## src/rtl/core/anbs_pkg.sv

```systemverilog
// ----------------------------------------------------------------------------
// anbs_pkg
// Shared types, codes and the start code test for the Annex B NAL splitter.
// ----------------------------------------------------------------------------
package anbs_pkg;

    localparam logic KIND_DATA = 1'b0;
    localparam logic KIND_EOS  = 1'b1;

    localparam logic [2:0] SC_NONE  = 3'd0;
    localparam logic [2:0] SC_SHORT = 3'd3;
    localparam logic [2:0] SC_LONG  = 3'd4;

    typedef struct packed {
        logic       kind;
        logic [7:0] data_byte;
    } t_item;

    typedef struct packed {
        logic [7:0] out_byte;
        logic       byte_valid;
        logic       unit_first;
        logic       unit_last;
        logic [2:0] start_code_len;
        logic       bad_stream;
        logic       stream_done;
    } t_result;

    // Start code length over the first avail bytes of b0..b3.
    function automatic logic [2:0] code_len(
        input logic [7:0] b0,
        input logic [7:0] b1,
        input logic [7:0] b2,
        input logic [7:0] b3,
        input logic [2:0] avail
    );
        logic [2:0] len;
        len = SC_NONE;
        if (avail >= 3'd3) begin
            if (avail >= 3'd4 && b0 == 8'h00 && b1 == 8'h00 && b2 == 8'h00 && b3 == 8'h01) begin
                len = SC_LONG;
            end else if (b0 == 8'h00 && b1 == 8'h00 && b2 == 8'h01) begin
                len = SC_SHORT;
            end
        end
        return len;
    endfunction

endpackage

```

## src/rtl/core/anbs_if.sv

```systemverilog
// ----------------------------------------------------------------------------
// anbs_if
// Valid/ready channels for stream requests and unit results.
// ----------------------------------------------------------------------------
interface anbs_in_if;
    logic                 valid;
    logic                 ready;
    anbs_pkg::t_item      payload;

    modport source (output valid, output payload, input ready);
    modport sink   (input valid, input payload, output ready);
endinterface

interface anbs_out_if;
    logic                 valid;
    logic                 ready;
    anbs_pkg::t_result    payload;

    modport source (output valid, output payload, input ready);
    modport sink   (input valid, input payload, output ready);
endinterface

```

## src/rtl/core/anbs_window.sv

```systemverilog
// ----------------------------------------------------------------------------
// anbs_window
// Look-ahead window, unit tracking and end-of-stream drain sequencing.
// ----------------------------------------------------------------------------
module anbs_window (
    input  logic                i_clk,
    input  logic                i_rst_n,
    input  logic                i_item_valid,
    input  anbs_pkg::t_item     i_item,
    output logic                o_item_ready,
    output logic                o_res_valid,
    output anbs_pkg::t_result   o_res,
    input  logic                i_res_ready
);

    logic [7:0] r_win [4];
    logic [7:0] n_win [4];
    logic [2:0] r_fill, n_fill;
    logic [1:0] r_pos, n_pos;
    logic       r_open, n_open;
    logic       r_disc, n_disc;
    logic       r_flush, n_flush;

    logic       accept;
    logic [2:0] avail;
    logic       head_first;
    logic       head_last;
    logic [2:0] head_len;
    logic [1:0] pos_next;
    logic [7:0] in_byte;

    assign in_byte      = i_item.data_byte;
    assign o_item_ready = !r_flush && i_res_ready;
    assign accept       = i_item_valid && o_item_ready;
    assign avail        = r_flush ? r_fill : 3'd5;

    assign head_first = (r_pos == 2'd0);
    assign head_len   = head_first ?
        anbs_pkg::code_len(r_win[0], r_win[1], r_win[2], r_win[3], avail) : anbs_pkg::SC_NONE;
    assign head_last  = (avail <= 3'd1) || ((r_pos != 2'd0) &&
        (anbs_pkg::code_len(r_win[1], r_win[2], r_win[3], in_byte, avail - 3'd1)
         != anbs_pkg::SC_NONE));
    assign pos_next   = head_last ? 2'd0 : ((r_pos == 2'd2) ? 2'd2 : r_pos + 2'd1);

    always_comb begin
        n_win       = r_win;
        n_fill      = r_fill;
        n_pos       = r_pos;
        n_open      = r_open;
        n_disc      = r_disc;
        n_flush     = r_flush;
        o_res_valid = 1'b0;
        o_res       = '0;
        if (r_flush) begin
            if (i_res_ready) begin
                o_res_valid          = 1'b1;
                o_res.out_byte       = r_win[0];
                o_res.byte_valid     = 1'b1;
                o_res.unit_first     = head_first;
                o_res.unit_last      = head_last;
                o_res.start_code_len = head_len;
                o_res.stream_done    = (r_fill == 3'd1);
                n_win[0] = r_win[1];
                n_win[1] = r_win[2];
                n_win[2] = r_win[3];
                n_fill   = r_fill - 3'd1;
                n_pos    = pos_next;
                if (r_fill <= 3'd1) begin
                    n_fill  = 3'd0;
                    n_pos   = 2'd0;
                    n_open  = 1'b0;
                    n_disc  = 1'b0;
                    n_flush = 1'b0;
                end
            end
        end else if (accept) begin
            if (i_item.kind == anbs_pkg::KIND_DATA) begin
                if (r_disc) begin
                    n_disc = 1'b1;
                end else if (r_open) begin
                    o_res_valid          = 1'b1;
                    o_res.out_byte       = r_win[0];
                    o_res.byte_valid     = 1'b1;
                    o_res.unit_first     = head_first;
                    o_res.unit_last      = head_last;
                    o_res.start_code_len = head_len;
                    n_win[0] = r_win[1];
                    n_win[1] = r_win[2];
                    n_win[2] = r_win[3];
                    n_win[3] = in_byte;
                    n_pos    = pos_next;
                end else begin
                    n_win[r_fill[1:0]] = in_byte;
                    n_fill = r_fill + 3'd1;
                    if (r_fill == 3'd3) begin
                        if (anbs_pkg::code_len(r_win[0], r_win[1], r_win[2], in_byte, 3'd4)
                            != anbs_pkg::SC_NONE) begin
                            n_open = 1'b1;
                            n_pos  = 2'd0;
                        end else begin
                            o_res_valid      = 1'b1;
                            o_res.bad_stream = 1'b1;
                            n_disc           = 1'b1;
                            n_fill           = 3'd0;
                        end
                    end
                end
            end else begin
                if (r_disc) begin
                    o_res_valid       = 1'b1;
                    o_res.stream_done = 1'b1;
                    n_fill = 3'd0;
                    n_pos  = 2'd0;
                    n_open = 1'b0;
                    n_disc = 1'b0;
                end else if (r_open || (r_fill == 3'd3 &&
                    anbs_pkg::code_len(r_win[0], r_win[1], r_win[2], r_win[3], 3'd3)
                    == anbs_pkg::SC_SHORT)) begin
                    n_open  = 1'b1;
                    n_pos   = r_open ? r_pos : 2'd0;
                    n_flush = 1'b1;
                end else begin
                    o_res_valid       = 1'b1;
                    o_res.bad_stream  = (r_fill != 3'd0);
                    o_res.stream_done = 1'b1;
                    n_fill = 3'd0;
                    n_pos  = 2'd0;
                    n_open = 1'b0;
                    n_disc = 1'b0;
                end
            end
        end
    end

    always_ff @(posedge i_clk) begin
        r_win <= n_win;
    end

    always_ff @(posedge i_clk) begin
        if (!i_rst_n) begin
            r_fill  <= 3'd0;
            r_pos   <= 2'd0;
            r_open  <= 1'b0;
            r_disc  <= 1'b0;
            r_flush <= 1'b0;
        end else begin
            r_fill  <= n_fill;
            r_pos   <= n_pos;
            r_open  <= n_open;
            r_disc  <= n_disc;
            r_flush <= n_flush;
        end
    end

endmodule

```

## src/rtl/core/anbs_out_stage.sv

```systemverilog
// ----------------------------------------------------------------------------
// anbs_out_stage
// Result register with a skid entry so the window waits on the sink only once the skid entry is full.
// ----------------------------------------------------------------------------
module anbs_out_stage (
    input  logic                i_clk,
    input  logic                i_rst_n,
    input  logic                i_res_valid,
    input  anbs_pkg::t_result   i_res,
    output logic                o_res_ready,
    anbs_out_if.source          o_out
);

    logic              r_out_valid;
    anbs_pkg::t_result r_out;
    logic              r_skid_valid;
    anbs_pkg::t_result r_skid;

    assign o_res_ready   = !r_skid_valid;
    assign o_out.valid   = r_out_valid;
    assign o_out.payload = r_out;

    always_ff @(posedge i_clk) begin
        if (!r_out_valid || o_out.ready) begin
            r_out <= r_skid_valid ? r_skid : i_res;
        end
        if (r_out_valid && !o_out.ready && i_res_valid && !r_skid_valid) begin
            r_skid <= i_res;
        end
    end

    always_ff @(posedge i_clk) begin
        if (!i_rst_n) begin
            r_out_valid  <= 1'b0;
            r_skid_valid <= 1'b0;
        end else if (!r_out_valid || o_out.ready) begin
            r_out_valid  <= r_skid_valid || i_res_valid;
            r_skid_valid <= 1'b0;
        end else if (i_res_valid && !r_skid_valid) begin
            r_skid_valid <= 1'b1;
        end
    end

endmodule

```

## src/rtl/core/annexb_nal_unit_splitter.sv

```systemverilog
// ----------------------------------------------------------------------------
// annexb_nal_unit_splitter
// Splits an H.264 Annex B byte stream into start-code-led NAL units.
// ----------------------------------------------------------------------------
//   port     dir  carries
//   i_in     in   request: kind, data_byte (stream byte or end of stream)
//   o_out    out  result: out_byte, byte_valid, unit_first, unit_last,
//                 start_code_len, bad_stream, stream_done
//
// A data byte is taken every cycle while i_in.ready is high; its result, if
// any, enters the result register, or the skid entry if the sink stalls.
// End of stream with an open unit starts the drain sequencer, which emits
// the pending bytes (up to four). Output has a result register and a skid
// entry; i_in.ready is low during a drain and while the skid entry is full.
// Synchronous active-low reset clears control state; the window is not reset.
// ----------------------------------------------------------------------------
module annexb_nal_unit_splitter (
    input  logic        i_clk,
    input  logic        i_rst_n,
    anbs_in_if.sink     i_in,
    anbs_out_if.source  o_out
);

    logic              res_valid;
    logic              res_ready;
    anbs_pkg::t_result res;

    anbs_window u_window (
        .i_clk        (i_clk),
        .i_rst_n      (i_rst_n),
        .i_item_valid (i_in.valid),
        .i_item       (i_in.payload),
        .o_item_ready (i_in.ready),
        .o_res_valid  (res_valid),
        .o_res        (res),
        .i_res_ready  (res_ready)
    );

    anbs_out_stage u_out_stage (
        .i_clk       (i_clk),
        .i_rst_n     (i_rst_n),
        .i_res_valid (res_valid),
        .i_res       (res),
        .o_res_ready (res_ready),
        .o_out       (o_out)
    );

endmodule

```

## src/flat_wrapper.sv

```systemverilog
// flat-port wrapper written by rule: the top's interface ports become plain ports
module annexb_nal_unit_splitter_flat 
  (i_clk, i_rst_n, i_in_valid, i_in_payload, i_in_ready, o_out_valid, o_out_payload, o_out_ready);
  anbs_in_if i_in_i ();
  anbs_out_if o_out_i ();
  input  logic i_clk;
  input  logic i_rst_n;
  input wire logic [$bits(i_in_i.valid)-1:0] i_in_valid;
  input wire logic [$bits(i_in_i.payload)-1:0] i_in_payload;
  output wire logic [$bits(i_in_i.ready)-1:0] i_in_ready;
  output wire logic [$bits(o_out_i.valid)-1:0] o_out_valid;
  output wire logic [$bits(o_out_i.payload)-1:0] o_out_payload;
  input wire logic [$bits(o_out_i.ready)-1:0] o_out_ready;
  assign i_in_i.valid = i_in_valid;
  assign i_in_i.payload = i_in_payload;
  assign i_in_ready = i_in_i.ready;
  assign o_out_valid = o_out_i.valid;
  assign o_out_payload = o_out_i.payload;
  assign o_out_i.ready = o_out_ready;
  annexb_nal_unit_splitter u_core (.i_clk(i_clk), .i_rst_n(i_rst_n), .i_in(i_in_i), .o_out(o_out_i));
endmodule
```

## config.mk

```make
export PLATFORM = sky130hd
export DESIGN_NAME = annexb_nal_unit_splitter_flat
export DESIGN_NICKNAME = d
export VERILOG_FILES = /design/src/rtl/core/anbs_pkg.sv /design/src/rtl/core/anbs_if.sv /design/src/rtl/core/anbs_window.sv /design/src/rtl/core/anbs_out_stage.sv /design/src/rtl/core/annexb_nal_unit_splitter.sv /design/src/flat_wrapper.sv
export SDC_FILE = /design/constraint.sdc
export NUM_CORES = 1
export LEC_CHECK = 0
export ABC_AREA = 1
export ABC_CLOCK_PERIOD_IN_PS = 5750
export BUFFER_PORTS_ARGS = -buffer_cell sky130_fd_sc_hd__buf_2
export CELL_PAD_IN_SITES_DETAIL_PLACEMENT = 0
export CELL_PAD_IN_SITES_GLOBAL_PLACEMENT = 1
export CORE_MARGIN = 3
export CORE_UTILIZATION = 49
export DETAILED_ROUTE_END_ITERATION = 6
export PLACE_DENSITY = 0.88
export SLEW_MARGIN = 5
export SYNTH_ARGS = -nofsm -noshare
export SYNTH_HDL_FRONTEND = slang
export SYNTH_SLANG_ARGS = --single-unit
export TNS_END_PERCENT = 20
```

## constraint.sdc

```tcl
create_clock -name i_clk -period 5.75 [get_ports i_clk]
set_input_delay 0.2875 -clock i_clk [delete_from_list [all_inputs] [get_ports i_clk]]
set_output_delay 0.2875 -clock i_clk [all_outputs]
set_load 0.05 [all_outputs]
```

## Yosys cells after proc, flatten, opt, wreduce, memory -nomap -nowiden

Index checks and enable logic that the tools add are counted.

- Output and inout port bits: 18
- Input port bits: 13
- Word-level logic and storage cells: 206
- Bits in registers: 74

- Equal/unequal tests: 15
- Mux-type cells: 99
- Reductions and logical operators: 50
- Bitwise gates (word level): 5
- Add/subtract/negate cells: 4
- $lt $le $gt $ge: 8

Operators by type and width:

| kind | number |
|---|---|
| $mux 32 | 4 |
| $mux 3 | 28 |
| $mux 14 | 4 |
| $mux 24 | 2 |
| $mux 1 | 38 |
| $mux 2 | 17 |
| $bwmux 32 | 1 |
| $logic_not 8->1 | 4 |
| $mux 16 | 2 |
| $eq 8x1->1 const B | 3 |
| $logic_and 1x1->1 | 23 |
| $demux 8 s2 | 1 |
| $mux 15 | 1 |
| $reduce_and 4->1 | 3 |
| $ge 3x3->1 const B | 3 |
| $reduce_bool 3->1 | 3 |
| $mux 8 | 1 |
| $reduce_bool 4->1 | 2 |
| $eq 3x2->1 const B | 2 |
| $ge 3x2->1 const B | 2 |
| $le 3x1->1 const B | 2 |
| $ne 2x1->1 const B | 3 |
| $ne 3x2->1 const B | 2 |
| $reduce_and 6->1 | 1 |
| other kinds (18) | 29 |

## Depth between registers and ports, before layout

Gate-level depths: netlist (run 1).

- Depth in word-level cells: 21
- Gate-level depth with buffers: 13
- Gate-level depth less buffers: 12

## Modules after synthesis

Synthesis (run 1) repeated with hierarchy kept, for this count alone.

- Cells, all modules: 444
- Area, all modules: 4,056.4 sq um

By module, submodules not included:

| module | seq. area each (sq um) | times used | area each (sq um) | cells an instance |
|---|---|---|---|---|
| anbs_window | 1,121.1 | 1 | 2,780.2 | 349 |
| anbs_out_stage | 1,001.0 | 1 | 1,276.2 | 95 |

## Worst setup path after synthesis (run 1)

OpenSTA, ideal clock, no wires.

- Path type: register to register
- From: register u_core.u_out_stage.r_skid_valid
- To: register u_core.u_out_stage.r_skid[0] (netlist bit) (enable)
- Path slack: 3,285 ps
- Data required time: 5,358 ps
- Data arrival time: 2,073 ps
- Stages on the path, launching flop included: 9
- Buffers on the path: 1
- Period minus slack after synthesis: 2,465 ps
- Setup time: 392 ps
- Cells stage by stage: dfxtp_1 > buf_6 > nor2_4 > nand2_4 > inv_1 > o22ai_2 > nor2_1 > nand3_1 > a21oi_1

- Longest elaborated chain between the ends: 7
- Elaborated cells on any way between the ends: 8
- Those cells by class: mux: 3; reduce/logical: 5

RTL lines:

| what | RTL line | source |
|---|---|---|
| start, declared | anbs_out_stage.sv:16 | `logic r_skid_valid;` |
| start signal, assigned | anbs_out_stage.sv:35 | `r_skid_valid <= 1'b0;` |
| start signal, assigned | anbs_out_stage.sv:38 | `r_skid_valid <= 1'b0;` |
| start signal, assigned | anbs_out_stage.sv:40 | `r_skid_valid <= 1'b1;` |
| $logic_not 1->1 | anbs_out_stage.sv:19 | `assign o_res_ready = !r_skid_valid;` |
| $logic_and 1x1->1 | anbs_window.sv:33 | `assign o_item_ready = !r_flush && i_res_ready;` |
| net i_in_ready | flat_wrapper.sv:10 | `output wire logic [$bits(i_in_i.ready)-1:0] i_in_ready;` |
| $logic_and 1x1->1 | anbs_window.sv:34 | `assign accept = i_item_valid && o_item_ready;` |
| $mux 1 | anbs_window.sv:76 | `end else if (accept) begin` |
| $mux 1 | anbs_window.sv:54 | `if (r_flush) begin` |
| $logic_and 1x1->1 (2 in a row) | anbs_out_stage.sv:27 | `if (r_out_valid && !o_out.ready && i_res_valid && !r_skid_valid) begin` |
| end signal, assigned | anbs_out_stage.sv:28 | `r_skid <= i_res;` |
| end, declared | anbs_out_stage.sv:17 | `anbs_pkg::t_result r_skid;` |

The timed path passes the listed nets, and every way through them passes these cells.
A chain may end at the register's enable or synchronous reset.

## Worst setup path after layout (run 1)

- From: register u_core.u_window.r_flush
- To: register u_core.u_window.r_win[31] (netlist bit) (enable)

- Longest elaborated chain between the ends: 5
- Elaborated cells on any way between the ends: 8
- Those cells by class: eq/ne: 3; reduce/logical: 5

RTL lines:

| what | RTL line | source |
|---|---|---|
| start, declared | anbs_window.sv:22 | `logic r_flush, n_flush;` |
| start signal, assigned | anbs_window.sv:151 | `r_flush <= n_flush;` |
| $logic_not 1->1 | anbs_window.sv:33 |  |
| $logic_and 1x1->1 | anbs_window.sv:33 |  |
| $logic_and 1x1->1 | anbs_window.sv:34 |  |
| $reduce_bool 2->1 (no line) | - |  |
| $reduce_and 4->1 (no line) * | - |  |
| end signal, assigned | anbs_window.sv:136 | `r_win <= n_win;` |
| end, declared | anbs_window.sv:16 | `logic [7:0] r_win [4];` |

Mark *: on every way between the ends. The rest lies on a longest branch, timed or not.

==> reports/metrics.cfg, run 1 <==
[hold_path]
worstHoldPathType = input pin to register
min_from = o_out_ready
hold_end = u_core.u_out_stage.r_skid_valid
hold_depth = 4

[sta]
min_period_ps = 3160
hold_viol = 0
maxSlewHeadroom_pct = 34.1
setup_ws_ps = 2590
min_period_over_period_pct = 55.0
drv_slew = 0
worst_slew_pin_slew_ps = 988
final.setup.tns_ps = 0
timing.fmax_ghz = 0.316
finalSetupViolCount = 0
skew_ps = 9.99
holdWs_ps = 209
rsz0062_at_grt = no

[global_routing]
grt_pass1_wl_mm = 12.8
first_global_vias = 2822
antenna_found_initial = 0
track_usage_pct = 18.5
grt_max_degree = 37
gr-total-overflow = 0

[clocking]
numCtsBuffers = 9
htreeDepth = 3
cts_tree = yes
hold_buffers = 0
root_buffer = clkbuf_8
ctsResizeCount = 0
post_cts_buffers = 0
cts_sinks = 72
cts.clk_slew.worst_paths_ps = 70
cts_buffer_depth = 2
clk_latency_ps = 340

[routing]
finalWirelength_mm = 7.76
postRouteAntennaNets = 0
vias = 3011
via_per_inst = 5.33
dr.pass1.iters = 5
drcViolationCount = 0
drt_iter0_markers = 221
post_drt_wl_per_cell_um = 13.7

[synth]
synth_top_family_by_area = simple AND/OR/NAND/NOR gates
synth_edf_count = 62
synth_fa_ha_area_share_pct = 3.25
async_flop_share_pct = 0
syn_area_per_cell_um2 = 8.91
synthSimpleGateAreaFrac_pct = 22.2
synth_xor_xnor_area_share_pct = 0.227
muxShareOfSynthArea_pct = 0
yosysSeqAreaShare_pct = 53.6
synth_top_flop_cell = edfxtp_1
synth_nets = 455
synth_compound_area_share_pct = 12.7
syn_inst = 432
synth_cell_type_count = 33
ys_ff_latch = 72
yosysWarnings = 0
synth_area_um2 = 3850

[power]
leakagePower_nw = 1.81
p_int_w = 0.000826
p_sw_w = 0.000306
seq_power_share_pct = 53.1
power.density_nw_per_um2 = 266
ir_drop_v = 0.000135
pwr-share-clk_pct = 34.1
swShare_pct = 27.0
power_frac_comb_pct = 12.7

[layout]
layout-drive-gt1-share_pct = 13.9
final_util_pct = 57.1
mostFrequentLayoutCell = nand2_1
syn_to_final_growth_pct = 10.5
final_net_count = 484
diodes = 0
final_cell_mix = nand2_1, nor2_1, edfxtp_1

[floorplan]
dieHeight_um = 94.6
die_w_um = 94.6
row_count = 31
ios = 31
core_area_um2 = 7450
initial_core_util_pct = 51.7
die_area_um2 = 8960

[outcome]
status = finished, final reports clean

[placed_design]
portBuffers = 30
hpwl_mm = 5.70
place_ws_ps = 2690
gp_congestion = 0.876

[setup_path]
critPathArrivalTime_ps = 3130
cp.buffers_inverters = 2
path_class = register to register
r2r_start = u_core.u_window.r_flush
max_stage_delay_ps = 970
path_delay_family = flip-flops
crit_path_start_kind = register
crit_required_ps = 5720
crit_chain = nor2_1, inv_1, nor2_1, inv_1, nor2_2, a21oi_1
rrSetupSlack_ps = 2590
endpoint_kind = register
reg2reg_depth = 6
crit_slowest_cell = dfxtp_1
crit_fanout = 26
timing.rr.end = u_core.u_window.r_win[31]

[run]
cap_viol_max_count = 0

-- cells by family after synthesis --
family,Yosys count
compound gates,80
xor+xnor,1
fa+ha+maj,10
buf+inv,77
flops,72
simple gates,192
-- through the flow --
step	power, W	cells	cell area (um2)
floorplan	0.000720	432	3850
global placement	0.000755	549	4070
detailed placement	0.000757	549	4070
CTS	0.00114	565	4260
global route	0.00118	565	4260
finish	0.00113	565	4260
-- worst min-delay path, delay by kind of cell --
family	cells	cell delay (ps)
and+or+nand+nor	2	100
buffers and inverters	1	80
AOI/OAI and AO/OA	1	30
-- power by group through the flow --
stage | clock (W) | sequential [W] | combinational, W
after global placement | 0 | 0.000613 | 0.000142
final | 0.000386 | 0.000602 | 0.000144
after global routing | 0.000421 | 0.000605 | 0.000159
after CTS | 0.000394 | 0.000602 | 0.000144
after floorplan | 0 | 0.000639 | 0.0000809
after detailed placement | 0 | 0.000614 | 0.000143
-- flip-flops by register name, summed over array words and instances, names as in the netlist --
signal / flops
u_core.u_out_stage.r_skid_valid: 1
u_core.u_window.r_flush: 1
u_core.u_window.r_win: 32
u_core.u_window.r_fill: 3
u_core.u_window.r_pos: 2
u_core.u_out_stage.o_out.valid: 1
u_core.u_window.r_open: 1
u_core.u_out_stage.r_skid: 15
u_core.u_out_stage.o_out.payload: 15
u_core.u_window.r_disc: 1
-- cell usage after synthesis (6+ instances only) --
master | count | share of area, %
dfxtp_1 | 10 | 5.2
nor2_1 | 72 | 7.0
a22oi_1 | 24 | 4.7
o22ai_1 | 12 | 1.9
edfxtp_1 | 62 | 48
nand3_1 | 15 | 1.9
inv_1 | 60 | 5.8
ha_1 | 10 | 3.2
buf_2 | 6 | 0.78
nor2_2 | 6 | 0.98
nand4_1 | 7 | 1.1
o21ai_0 | 28 | 3.6
a21oi_1 | 12 | 1.6
nand2_1 | 77 | 7.5
-- how the worst max path moves through the flow --
stage                     cells past startpoint                           end  slack, ps                            start
after CTS                                     6     u_core.u_window.r_win[29]       2640          u_core.u_window.r_flush
after detailed placement                      6     u_core.u_window.r_win[29]       2690          u_core.u_window.r_flush
after floorplan                               8  u_core.u_out_stage.r_skid[0]       3280  u_core.u_out_stage.r_skid_valid
final                                         6     u_core.u_window.r_win[31]       2590          u_core.u_window.r_flush
after global placement                        6     u_core.u_window.r_win[20]       2800          u_core.u_window.r_flush
after global routing                          6     u_core.u_window.r_win[24]       2440          u_core.u_window.r_flush
-- layout make-up --
class / count / area, um2
Fill cell: 697 / 3190
Tap cell: 99 / 124
Clock inverter: 6 / 60.1
Multi-Input combinational cell: 283 / 1480
Clock buffer: 10 / 128
Timing Repair Buffer: 32 / 165
Sequential cell: 72 / 2060
Inverter: 63 / 238
-- per-layer routing --
| metal | share of wire (%) | vias to the layer above | wire length (um) | global-route usage, % |
|---|---|---|---|---|
| met5 | 0 | - | 0 | 0 |
| met4 | 1.8 | 0 | 140 | 8.17 |
| met3 | 6.6 | 14 | 511 | 3.67 |
| met2 | 47 | 105 | 3680 | 30.0 |
| met1 | 44 | 1383 | 3430 | 24.2 |
| li1 | - | 1509 | - | - |
Note: power is estimated with default switching activity, not from simulation.
==> run 2, diff against run 1 <==
Settings changed: ABC_AREA 1 to 0, ABC_CLOCK_PERIOD_IN_PS 5750 to 2600, CORE_UTILIZATION 49 to 43, PLACE_DENSITY 0.88 to 0.8.
Clock period 5.75 ns to 2.6 ns, I/O delays scaled along.
==> run 2 against run 1 <==
Net effect: clock power rose to 2.8 times the previous value; total power rose by 140%; setup slack got worse by 2400 ps; utilization fell by 6.2 points; clock-buffer cell count did not move; synthesized cell count fell by 21%; largest power group unchanged.
==> reports/metrics.cfg, run 2 <==
[synth]
yosys.area.top_type = edfxtp_1
yosysWarnings = 0
synth.top_cell.area_share_pct = 49.6
async_flop_share_pct = 0
synth_top_flop_cell = edfxtp_1
ys_ff_latch = 72
yosysSeqAreaShare_pct = 55.0
synthTopCellsByArea = edfxtp_1, dfxtp_1, a22oi_1, o21ai_0, nand2_1
synth.most_common_cell = edfxtp_1
yosys-top-cells-count = edfxtp_1, nand2_1, o21ai_0
synth_cell_type_count = 57
synth_nets = 365
syn_area_per_cell_um2 = 11.0
synth_area_um2 = 3750
synth_edf_count = 62
syn_inst = 342

[hold_path]
hold_depth = 3
worstHoldPathType = input pin to register
min_from = o_out_ready
hold_end = u_core.u_out_stage.r_skid_valid

[setup_path]
timing.rr.end = u_core.u_out_stage.r_skid[8]
crit_required_ps = 2610
r2r_start = u_core.u_window.r_win[29]
crit_fanout = 15
crit_chain = nor4_1, nand4_2, nor3_1, o32ai_2, o31a_1
rrSetupSlack_ps = 220
endpoint_kind = register
crit_slowest_cell = o31a_1
critPathArrivalTime_ps = 2390
path_class = register to register
crit_path_start_kind = register
reg2reg_depth = 5
max_stage_delay_ps = 510

[outcome]
status = finished, final reports clean

[global_routing]
first_global_vias = 2662
grt_max_degree = 39
track_usage_pct = 17.3
grt_pass1_wl_mm = 13.5
gr-total-overflow = 0
antenna_found_initial = 0

[sta]
hold_viol = 0
min_period_ps = 2380
worst_slew_pin_slew_ps = 687
drv_slew = 0
min_period_over_period_pct = 91.4
skew_ps = 9.77
final.setup.tns_ps = 0
holdWs_ps = 57.0
rsz0062_at_grt = no
maxSlewHeadroom_pct = 54.2
timing.fmax_ghz = 0.421
finalSetupViolCount = 0
setup_ws_ps = 224

[power]
ir_drop_v = 0.000263
power_w = 0.00277
leakagePower_nw = 1.63
power.density_nw_per_um2 = 651

[clocking]
ctsResizeCount = 0
post_cts_buffers = 0
cts_tree = yes
cts_sinks = 72
root_buffer = clkbuf_8
htreeDepth = 3
clk_latency_ps = 340
cts.clk_slew.worst_paths_ps = 80
hold_buffers = 0
numCtsBuffers = 9
cts_buffer_depth = 2

[routing]
postRouteAntennaNets = 0
post_drt_wl_per_cell_um = 17.2
finalWirelength_mm = 8.27
via_per_inst = 5.82
drcViolationCount = 0
drt_iter0_markers = 228
vias = 2805
dr.pass1.iters = 5

[placed_design]
gp_congestion = 0.795
portBuffers = 30
numPlacedInstances = 466
place_ws_ps = 210
hpwl_mm = 5.85

[floorplan]
die_w_um = 99.4
core_area_um2 = 8340
dieHeight_um = 99.4
ios = 31
row_count = 33
die_area_um2 = 9880
initial_core_util_pct = 45.0

[layout]
layout-drive-gt1-share_pct = 18.6
diodes = 0
stdcell_count = 482
mostFrequentLayoutCell = edfxtp_1
regMostFlops = u_core.u_window.r_win
final_net_count = 395
syn_to_final_growth_pct = 13.4
final_cell_mix = edfxtp_1, nand2_1, o21ai_0
largest_reg_flops = 32

[run]
cap_viol_max_count = 0

[run 2: power breakdown]
group,leakage (nW),internal (W),total (W),switching [W]
sequential,0.714,0.00131,0.00134,0.0000339
clock,0.117,0.000645,0.00109,0.000443
combinational,0.801,0.000103,0.000333,0.000230
[run 2: worst max-delay path, delay by kind of cell, from the launching register on]
family	cells	cell delay, ps
flops	1	410
compound gates	2	640
simple gates	3	990
[run 2: per-layer routing]
metal | track usage, % | up-vias | routed length [um]
met4 | 5.46 | 0 | 87
met1 | 23.9 | 1353 | 3780
li1 | - | 1355 | -
met3 | 3.44 | 8 | 457
met2 | 27.6 | 89 | 3950
met5 | 0 | - | 0
[run 2: cell type report]
cell class	instances	area (um2)
clock inverters	6	115
clock buffers	10	128
inverters	12	45.0
repair buffers	40	225
multi-input cells	237	1550
fillers	786	4090
well taps	105	131
flip-flops and latches	72	2060
[run 2: worst max-delay path by stage]
stage | end | slack (ps) | start
after global placement | u_core.u_out_stage.r_skid[12] | 260 | u_core.u_window.r_win[25]
after global routing | u_core.u_out_stage.r_skid[7] | 60 | u_core.u_window.r_win[25]
after detailed placement | u_core.u_out_stage.r_skid[12] | 210 | u_core.u_window.r_win[25]
after floorplan | u_core.u_out_stage.r_skid[0] | 190 | u_core.u_window.r_flush
final | u_core.u_out_stage.r_skid[8] | 220 | u_core.u_window.r_win[29]
after CTS | u_core.u_out_stage.r_skid[15] | 190 | u_core.u_window.r_win[25]
[run 2: logic make-up (layout without fill, tap and decap cells)]
kind of cell / count (synthesis) / after routing / synth area share [%]
mux: 1 / 1 / 0.300
fa+ha+maj: 10 / 10 / 3.34
compound gates: 108 / 108 / 19.8
simple gates: 117 / 117 / 17.6
buf+inv: 33 / 68 / 3.80
flops: 72 / 72 / 55.0
xor+xnor: 1 / 1 / 0.234
[run 2: stage by stage]
step           utilization (%)  cell area, um2
6_report                  51.0            4250
2_1_floorplan                -            3750
3_3_place_gp              48.1            4010
5_1_grt                   51.0            4250
4_1_cts                   51.0            4250
3_5_place_dp              48.1            4010
==> run 3, diff against run 2 <==
Settings changed: PLACE_DENSITY 0.8 to 0.76.
==> run 3 against run 2 <==
Net effect: clock power is 18% lower; global-route usage down 0.12 points; clock skew increased by 6.3 ps; routed wire length down 1.8%; critical path depth unchanged; sequential share of layout area up 0.27 points; critical endpoint is now u_core.u_out_stage.r_skid[13]; largest power group unchanged.
==> reports/metrics.cfg, run 3 (synthesis results as in run 2) <==
[outcome]
status = finished, final reports clean

[floorplan]
core_area_um2 = 8340
die_area_um2 = 9880
row_count = 33
die_w_um = 99.4
ios = 31
initial_core_util_pct = 45.0
dieHeight_um = 99.4

[sta]
holdWs_ps = 69.1
min_period_over_period_pct = 91.6
final.setup.tns_ps = 0
min_period_ps = 2380
rsz0062_at_grt = no
hold_viol = 0
maxSlewHeadroom_pct = 54.4
worst_slew_pin_slew_ps = 685
drv_slew = 0
finalSetupViolCount = 0
skew_ps = 16.1
timing.fmax_ghz = 0.420

[placed_design]
hpwl_mm = 5.89
portBuffers = 30
gp_congestion = 0.842
numPlacedInstances = 468
dpl_cell_area_um2 = 4020

[run]
cap_viol_max_count = 0

[clocking]
clk_latency_ps = 350
cts_tree = yes
ctsResizeCount = 0
root_buffer = clkbuf_8
cts_sinks = 72
post_cts_buffers = 0
htreeDepth = 3
numCtsBuffers = 9
cts_buffer_depth = 2
hold_buffers = 0
cts.clk_slew.worst_paths_ps = 80

[routing]
drcViolationCount = 0
finalWirelength_mm = 8.13
dr.pass1.iters = 5
via_per_inst = 5.80
postRouteAntennaNets = 0
vias = 2809
post_drt_wl_per_cell_um = 16.8
drt_iter0_markers = 274

[setup_path]
cp-startpoint = u_core.u_window.r_win[24]
crit_fanout = 15
crit_required_ps = 2610
critPathArrivalTime_ps = 2390
r2r_start = u_core.u_window.r_win[24]
crit_path_start_kind = register
path_class = register to register
endpoint_kind = register

[global_routing]
track_usage_pct = 17.2
grt_pass1_wl_mm = 13.5
gr-total-overflow = 0
antenna_found_initial = 0
grt_max_degree = 33
first_global_vias = 2689

[layout]
mostFrequentLayoutCell = edfxtp_1
layout-drive-gt1-share_pct = 19.5
syn_to_final_growth_pct = 12.7
final_net_count = 397
diodes = 0
final_area_um2 = 4230
final_cell_mix = edfxtp_1, nand2_1, o21ai_0
fillers = 764
regMostFlops = u_core.u_window.r_win
stdcell_count = 484
largest_reg_flops = 32

[hold_path]
worstHoldPathType = input pin to register
min_from = o_out_ready

[power]
power_w = 0.00257
ir_drop_v = 0.000286
leakagePower_nw = 1.62
power.density_nw_per_um2 = 608

run 3: metrics by stage:
stage | utilization [%] | setup WS, ps
4_1_cts | 50.6 | 173
2_1_floorplan | - | 192
5_1_grt | 50.7 | 20.7
6_report | 50.7 | 218
3_3_place_gp | 48.2 | 223
3_5_place_dp | 48.2 | 192
run 3: worst max-delay path, cell delays in order (launching register included):
cell and delay [ps]:
edfxtp_1 380, nor4_1 480, nand4_2 250, nor3_1 300
o32ai_2 130, o31a_1 510
run 3: layout make-up:
cell class,instances,area [um2],area share [%]
well taps,105,131,3.11
clock buffers,10,128,3.02
clock inverters,6,67.6,1.60
multi-input cells,237,1550,36.8
inverters,12,45.0,1.07
flip-flops and latches,72,2060,48.8
repair buffers,42,240,5.68
run 3: layer usage:
| layer | up-vias | GRT usage (%) | routed length (um) |
|---|---|---|---|
| li1 | 1362 | - | - |
| met1 | 1354 | 23.0 | 3660 |
| met2 | 81 | 28.5 | 3930 |
| met3 | 12 | 3.16 | 422 |
| met4 | 0 | 5.36 | 111 |
| met5 | - | 0 | 0 |
run 3: path summary, 6_finish.rpt:
kind         cells after the start  slack, ps                              end
max                              5        220    u_core.u_out_stage.r_skid[13]
min reg2reg                      1        500  u_core.u_out_stage.r_skid_valid
min                              3         70  u_core.u_out_stage.r_skid_valid
max reg2reg                      5        220    u_core.u_out_stage.r_skid[13]
run 3: power by group:
part	switching [W]	internal (W)	total, W
Clock	0.000444	0.000449	0.000893
Sequential	0.0000355	0.00131	0.00135
Combinational	0.000227	0.000103	0.000330
Total	0.000706	0.00186	0.00257
